--- src/dps_pkg.sv ---
// Shared types, constants and the twiddle ROM for the DFT power spectrum unit.
// No dependencies; used by every module in src except dps_ram.
`default_nettype none

package dps_pkg;

   // Fixed field widths of the channels
   localparam int SAMPLE_W = 16;
   localparam int CFG_W    = 3;
   localparam int BIN_W    = 6;
   localparam int PART_W   = 23;
   localparam int POWER_W  = 43;

   // Twiddle format and phase resolution (64 steps per turn)
   localparam int TW_W    = 16;
   localparam int FRAC_W  = 15;
   localparam int PHASE_W = 6;

   // Parameter defaults
   localparam int MAX_POINTS_DEF  = 64;
   localparam int SAMPLE_BITS_DEF = 16;

   localparam logic [CFG_W-1:0]   LOG2_RESET = 3'd6;
   // sine is the cosine advanced by three quarter turns
   localparam logic [PHASE_W-1:0] SIN_OFFSET = 6'd48;

   // Commands from the controller to the datapath
   typedef struct packed {
      logic               wr_en;
      logic [PHASE_W-1:0] wr_addr;
      logic               rd_en;
      logic [PHASE_W-1:0] rd_addr;
      logic               clear;
      logic [PHASE_W-1:0] step;
      logic               round;
      logic               square;
      logic               load_out;
      logic [BIN_W-1:0]   bin;
      logic               last;
   } dps_cmd_type;

   // Status from the datapath to the controller
   typedef struct packed {
      logic pipe_empty;
      logic rsp_taken;
   } dps_status_type;

   // First quadrant of the Q1.15 cosine, entries 0 to 16 of 64 per turn
   function automatic logic signed [TW_W-1:0] cos_quarter(input logic [4:0] idx);
      logic signed [TW_W-1:0] q;
      case (idx)
         5'd0:    q = 16'sd32767;
         5'd1:    q = 16'sd32610;
         5'd2:    q = 16'sd32138;
         5'd3:    q = 16'sd31357;
         5'd4:    q = 16'sd30274;
         5'd5:    q = 16'sd28899;
         5'd6:    q = 16'sd27246;
         5'd7:    q = 16'sd25330;
         5'd8:    q = 16'sd23170;
         5'd9:    q = 16'sd20788;
         5'd10:   q = 16'sd18205;
         5'd11:   q = 16'sd15447;
         5'd12:   q = 16'sd12540;
         5'd13:   q = 16'sd9512;
         5'd14:   q = 16'sd6393;
         5'd15:   q = 16'sd3212;
         default: q = 16'sd0;
      endcase
      return q;
   endfunction

   // Full-turn cosine built from the quadrant by symmetry
   function automatic logic signed [TW_W-1:0] cos64(input logic [PHASE_W-1:0] m);
      logic [4:0]             r;
      logic [4:0]             idx;
      logic                   mirror;
      logic signed [TW_W-1:0] q;
      logic signed [TW_W-1:0] v;
      r      = m[4:0];
      mirror = (r > 5'd16);
      idx    = mirror ? 5'(6'd32 - {1'b0, r}) : r;
      q      = cos_quarter(idx);
      v      = mirror ? -q : q;
      return m[5] ? -v : v;
   endfunction

endpackage

`default_nettype wire

--- src/dps_ctrl.sv ---
// Controller for the DFT power spectrum unit: frame fill, bin and term sequencing.
// Depends on dps_pkg for the command and status structs.
`default_nettype none

module dps_ctrl #(
   parameter int MAX_POINTS = dps_pkg::MAX_POINTS_DEF
) (
   input  wire logic                       clock,
   input  wire logic                       reset,
   input  wire logic                       req_valid,
   output logic                            req_stall,
   input  wire logic                       csr_valid,
   output logic                            csr_ready,
   input  wire logic [dps_pkg::CFG_W-1:0]  csr_log2_points,
   output dps_pkg::dps_cmd_type            cmd,
   input  wire dps_pkg::dps_status_type    status
);
   import dps_pkg::*;

   localparam int LOG2_MAX = $clog2(MAX_POINTS + 1) - 1;
   localparam int IDX_W    = (MAX_POINTS > 1) ? $clog2(MAX_POINTS) : 1;

   typedef enum logic [2:0] {
      S_FILL,
      S_START,
      S_MAC,
      S_DRAIN,
      S_ROUND,
      S_SQUARE,
      S_LOAD,
      S_WAIT
   } state_type;

   state_type          state_ff;
   logic [CFG_W-1:0]   log2_ff;
   logic [IDX_W-1:0]   fill_ff;
   logic [IDX_W-1:0]   term_ff;
   logic [IDX_W-1:0]   bin_ff;

   logic [CFG_W-1:0]   eff_log2;
   logic [IDX_W-1:0]   last_idx;
   logic               req_xfer;
   logic               csr_xfer;

   // Effective length: register clipped to what the store can hold
   assign eff_log2 = (log2_ff < CFG_W'(LOG2_MAX)) ? log2_ff : CFG_W'(LOG2_MAX);
   assign last_idx = IDX_W'((7'd1 << eff_log2) - 7'd1);

   // Hold samples back while a length write is offered, so the two never share an edge
   assign req_stall = (state_ff != S_FILL) || csr_valid;
   assign csr_ready = (state_ff == S_FILL);
   assign req_xfer  = req_valid && !req_stall;
   assign csr_xfer  = csr_valid && csr_ready;

   // Commands decoded from state and counters
   always_comb begin
      cmd          = '0;
      cmd.wr_en    = req_xfer;
      cmd.wr_addr  = PHASE_W'(fill_ff);
      cmd.rd_en    = (state_ff == S_MAC);
      cmd.rd_addr  = PHASE_W'(term_ff);
      cmd.clear    = (state_ff == S_START);
      cmd.step     = PHASE_W'(PHASE_W'(bin_ff) << (CFG_W'(PHASE_W) - eff_log2));
      cmd.round    = (state_ff == S_ROUND);
      cmd.square   = (state_ff == S_SQUARE);
      cmd.load_out = (state_ff == S_LOAD);
      cmd.bin      = BIN_W'(bin_ff);
      cmd.last     = (bin_ff == last_idx);
   end

   // State, length register and counters
   always_ff @(posedge clock) begin
      if (reset) begin
         state_ff <= S_FILL;
         log2_ff  <= LOG2_RESET;
         fill_ff  <= '0;
         term_ff  <= '0;
         bin_ff   <= '0;
      end else begin
         case (state_ff)
            S_FILL: begin
               if (csr_xfer) begin
                  // a new length drops the part-filled frame
                  log2_ff <= csr_log2_points;
                  fill_ff <= '0;
               end else if (req_xfer) begin
                  if (fill_ff == last_idx) begin
                     fill_ff  <= '0;
                     bin_ff   <= '0;
                     state_ff <= S_START;
                  end else begin
                     fill_ff <= fill_ff + 1'b1;
                  end
               end
            end
            S_START: begin
               term_ff  <= '0;
               state_ff <= S_MAC;
            end
            S_MAC: begin
               if (term_ff == last_idx) begin
                  state_ff <= S_DRAIN;
               end else begin
                  term_ff <= term_ff + 1'b1;
               end
            end
            S_DRAIN: begin
               if (status.pipe_empty) begin
                  state_ff <= S_ROUND;
               end
            end
            S_ROUND:  state_ff <= S_SQUARE;
            S_SQUARE: state_ff <= S_LOAD;
            S_LOAD:   state_ff <= S_WAIT;
            S_WAIT: begin
               if (status.rsp_taken) begin
                  if (bin_ff == last_idx) begin
                     state_ff <= S_FILL;
                  end else begin
                     bin_ff   <= bin_ff + 1'b1;
                     state_ff <= S_START;
                  end
               end
            end
            default: state_ff <= S_FILL;
         endcase
      end
   end

`ifndef SYNTHESIS
   // Term counter never runs past the frame
   assert property (@(posedge clock) disable iff (reset)
      (state_ff == S_MAC) |-> (term_ff <= last_idx))
      else $error("term counter beyond frame length");

   // Results are loaded only once the accumulation pipe has drained
   assert property (@(posedge clock) disable iff (reset)
      cmd.load_out |-> status.pipe_empty)
      else $error("result loaded with products still in flight");

   // Transfer of the final bin returns to filling an empty frame
   assert property (@(posedge clock) disable iff (reset)
      (state_ff == S_WAIT && status.rsp_taken && bin_ff == last_idx)
      |=> (state_ff == S_FILL && fill_ff == '0))
      else $error("frame did not restart after last bin");
`endif

endmodule

`default_nettype wire

--- config.mk ---
export PLATFORM = sky130hd
export DESIGN_NAME = dps_ctrl
export DESIGN_NICKNAME = d
export VERILOG_FILES = /design/src/dps_pkg.sv /design/src/dps_ctrl.sv
export SDC_FILE = /design/constraint.sdc
export NUM_CORES = 1
export LEC_CHECK = 0
export ABC_AREA = 1
export BUFFER_PORTS_ARGS = -buffer_cell sky130_fd_sc_hd__buf_2
export CAP_MARGIN = 20
export CORE_MARGIN = 5
export CORE_UTILIZATION = 54
export CTS_CLUSTER_DIAMETER = 30
export DETAILED_ROUTE_END_ITERATION = 7
export HOLD_SLACK_MARGIN = 0.02
export PLACE_DENSITY = 0.92
export SETUP_SLACK_MARGIN = 0.4
export SLEW_MARGIN = 0
export SYNTH_ARGS = -nofsm -noshare
export SYNTH_HDL_FRONTEND = slang
export SYNTH_SLANG_ARGS = --single-unit
export TNS_END_PERCENT = 5
--- constraint.sdc ---
create_clock -name clock -period 2.7 [get_ports clock]
set_input_delay 0.27 -clock clock [delete_from_list [all_inputs] [get_ports clock]]
set_output_delay 0.27 -clock clock [all_outputs]
set_load 0.01 [all_outputs]
* Word level (Yosys, flattened, before mapping)
Cells that the tools add are included.
** Word-level totals
- Register bits :: 24
- Input bits :: 9
- Logic and storage cells :: 65
** Cells by class
- Add/sub/neg operators :: 5
- Order comparisons :: 1
- Eq/ne operators :: 18
- Shifts and indexed selects :: 2
- Multiplexer cells :: 20
- Reductions and logical operators :: 14
** Operators by type and width (number)
- $mux 6 :: 9
- $pmux 3 s8 :: 1
- $pmux 6 s2 :: 2
- $mux 3 :: 7
- $add 6x1->6 const B :: 3
- $eq 6x6->1 :: 3
- $eq 3x3->1 const B :: 4
- $reduce_and 6->1 :: 2
- $ne 2x2->1 const B :: 5
- $eq 3x2->1 const B :: 2
- $ne 2x1->1 const B :: 3
- $reduce_and 2->1 :: 3
- $reduce_bool 2->1 :: 3
- $shl 1x3->6 const A :: 1
- $shl 6x3->6 :: 1
- $sub 6x1->6 const B :: 1
- $eq 3x1->1 const B :: 1
- $logic_not 3->1 :: 1
- $lt 3x3->1 const B :: 1
- $reduce_bool 3->1 :: 1
- $sub 3x3->3 const A :: 1
- $logic_and 1x1->1 :: 2
- $logic_not 1->1 :: 1
- $logic_or 1x1->1 :: 1
- $mux 1 :: 1

* Depth between registers and ports, before layout
- Depth after elaboration :: 9
- Mapped depth :: 18
- Gate-level depth less buffers :: 16

* Worst setup path after synthesis
No wires, ideal clock.
- Kind :: reg-to-output
- Start point :: register log2_ff[2]
- End point :: output port cmd[14] (netlist name)
- Arrival :: 1.794 ns
- Required time :: 2.430 ns
- Slack :: 0.636 ns
- Cell stages (with the launch flop) :: 10
- Cells stage by stage :: dfxtp_1 buf_6 nand2_4 nand2_1 buf_2 ha_1 clkinv_1 o211ai_1 o21ai_0 o21ai_0
** RTL lines
- start, declared :: RTL line dps_ctrl.sv:35 : logic [CFG_W-1:0] log2_ff;
- start signal, assigned :: RTL line dps_ctrl.sv:84 : log2_ff <= csr_log2_points;
- end, declared :: RTL line dps_ctrl.sv:15 : output dps_pkg::dps_cmd_type cmd,

==> flow_summary.yaml <==
synthesis:
  yosys_warnings: 0
  ys_seq_elements: 24
  syn_inst: 308
  synth_cell_types: 34
  seq_area_frac_synth_pct: 25.5
  synth_top_area_share_pct: 25.5
  synthesis.nets: 322
  syn_avg_cell_area_um2: 6.11
  synthTopCellsByArea: "dfxtp_1 (26%), nand2_1 (17%), nor2_1 (7.4%)"
  netlist_area_mm2: 0.00188
  yosys.area.top_type: "dfxtp_1"
route:
  via_per_inst: 5.35
  first_pass_iters: 5
  totalWireLength_um: 4690
  route.detailed.drc: 0
  wl_per_cell_um: 11.9
  ant_nets: 0
  num_vias: 2118
  drt-initial-drc-count: 165
clock_tree:
  clockBufferDepth: 2
  cts_hold_buf: 0
  clock_latency_ns: 0.31
  cts.htree.levels: 1
  root_buffer: "clkbuf_4"
  cts_made_buffers: 3
  clock_sinks: 24
  cts_tree: "done"
  path_clk_slew_ns: 0.12
sta:
  slew_headroom_pct: 69.8
  fmax_mhz: 459
  drv_slew: 0
  setup_tns_ns: 0
  setup_slack_ns: 0.521
  fin_skew_ns: 0.00322
  tightest_slew_ns: 0.450
  fin_crit_ns: 2.18
  finalSetupViolCount: 0
  min_period_over_period_pct: 80.7
  hold_viol: 0
  rsz0062_at_grt: "true"
place:
  dp.cells: 391
  dpl.hpwl_um: 3620
  gp_congestion: 0.925
  dp_slack_ns: 0.404
  portBuffers: 41
global_route:
  grt_usage_pct: 19.1
  antenna_found_initial: 0
  grt_max_degree: 13
  overflow: 0
  grt_pass1_vias: 1813
  grt_pass1_wl_um: 7890
power:
  peakVddDrop_mv: 0.490
  p_leak_nw: 1.03
  power_per_cell_area_mw_per_mm2: 796
worst_setup_path:
  cp.required_ns: 2.43
  r2r_start: "log2_ff[2]"
  critPathKind: "reg2out"
  startpoint_type: "register"
  path_max_fanout: 9
  critPathCaptureType: "output port"
  r2r_setup_slack_ns: 0.74
  critPathLaunch: "log2_ff[2]"
  arrival_ns: 1.91
cells_and_area:
  final-instance-count-excl-fill: 396
  syn_to_final_growth_pct: 15.4
  final_nets: 366
  antenna_cells: 0
  drive_gt1_share_pct: 22.0
die:
  die_x_um: 69.0
  fp.coreArea_mm2: 0.00336
  initial_utilization_pct: 55.9
  fp-row-count: 21
  dieArea_mm2: 0.00476
  die_h_um: 69.0
  io_pins: 42
hold_path:
  min_from: "csr_log2_points[1]"
  hold_class: "in2reg"
job:
  max-cap-violations: 0
status:
  outcome: "completed"
routing by layer:
layer / wire length, um / vias to the layer above / track usage (%)
met5: 0 / - / 0
li1: - / 1084 / -
met1: 2050 / 948 / 25.0
met2: 2220 / 77 / 31.9
met4: 94 / 0 / 6.29
met3: 334 / 9 / 2.91
per-stage QoR:
step / hold slack, ns / power, mW / util (%) / instance area [um^2]
after floorplan: 0.400 / 1.29 / - / 1880
after global placement: 0.493 / 1.51 / 63.0 / 2120
after detailed placement: 0.496 / 1.54 / 63.0 / 2120
after CTS: 0.169 / 1.71 / 64.1 / 2150
after global routing: 0.201 / 1.88 / 64.5 / 2170
final: 0.166 / 1.73 / 64.5 / 2170
sequential cells by signal, indices dropped and copies added, names as in the netlist:
signal    cells
bin_ff        6
fill_ff       6
term_ff       6
log2_ff       3
state_ff      3
cells in the final DEF, fill, tap and decap left out, types with 2 or more instances in the layout:
cell type and count:
xnor2_1 2, dfxtp_1 22, nand4_1 10, xor2_1 6, a21oi_1 21, nor2_2 2
o21ai_0 12, o211ai_1 4, nor2_4 2, buf_4 4, buf_2 41, nor3_1 6
inv_1 32, clkbuf_4 3, nor2_1 37, nand2_2 5, inv_2 9, nand3_1 26
ha_1 5, nand2_1 85
timing repair:
| action | 4_1_cts | 5_1_grt |
|---|---|---|
| endpoints found under the setup margin | 7 | 4 |
| setup buffers | 0 | 2 |
| pin swaps | 0 | 0 |
| resized for setup | 4 | 1 |
| hold endpoints to repair | 0 | 0 |
cells by family after synthesis:
group                      synth area share (%)
adders and majority gates                  3.33
AOI/OAI and AO/OA                          12.4
xor gates and xnor gates                   4.19
buffers and inverters                      10.4
and+or+nand+nor                            44.0
DFF                                        25.5
cell usage after synthesis:
cell       n
buf_4      2
a31oi_1    1
nor4_1     1
a21oi_1   21
nand2_2    5
nor2_2     2
xor2_1     6
or2_1      1
ha_1       5
nand4_1   10
dfxtp_1   24
a21oi_4    1
nand3_4    1
o211ai_1   4
nand3_2    1
o21ai_0   12
nand2_1   85
buf_2      1
nor2_1    37
nand4_2    1
nor3_2     1
nand3_1   26
inv_1     32
nand2_4    1
buf_6      1
inv_2      9
clkinv_1   1
clkbuf_1   2
a21oi_2    1
nand3b_1   1
xnor2_1    3
nor3_1     6
nor2_4     2
o31ai_1    1
final timing paths:
kind	end	cells past startpoint
worst max-delay path	cmd[15]	8
worst min-delay path	log2_ff[1]	3
worst max register to register	bin_ff[1]	16
worst min register to register	term_ff[4]	2
final cells by class:
cell class / instances / area [um^2]
tap: 46 / 57.6
sequential: 24 / 485
inverter: 42 / 159
multi-input combinational: 236 / 1210
fill: 326 / 1190
clock buffer: 3 / 22.5
timing repair buffer: 45 / 235
power breakdown:
| part | switching [mW] | total [mW] | internal, mW |
|---|---|---|---|
| clock | 0.105 | 0.157 | 0.0522 |
| sequential | 0.0832 | 0.500 | 0.417 |
| combinational | 0.712 | 1.07 | 0.358 |
worst max-delay path, cell delays in order, from the launching register on:
cell and delay (ns):
dfxtp_4 0.39, nand2_4 0.10, nand2_1 0.09, ha_1 0.37, clkinv_2 0.14, o211ai_1 0.11, o21ai_0 0.10, o21ai_0 0.14
buf_2 0.15
(Power assumes the default switching activity.)
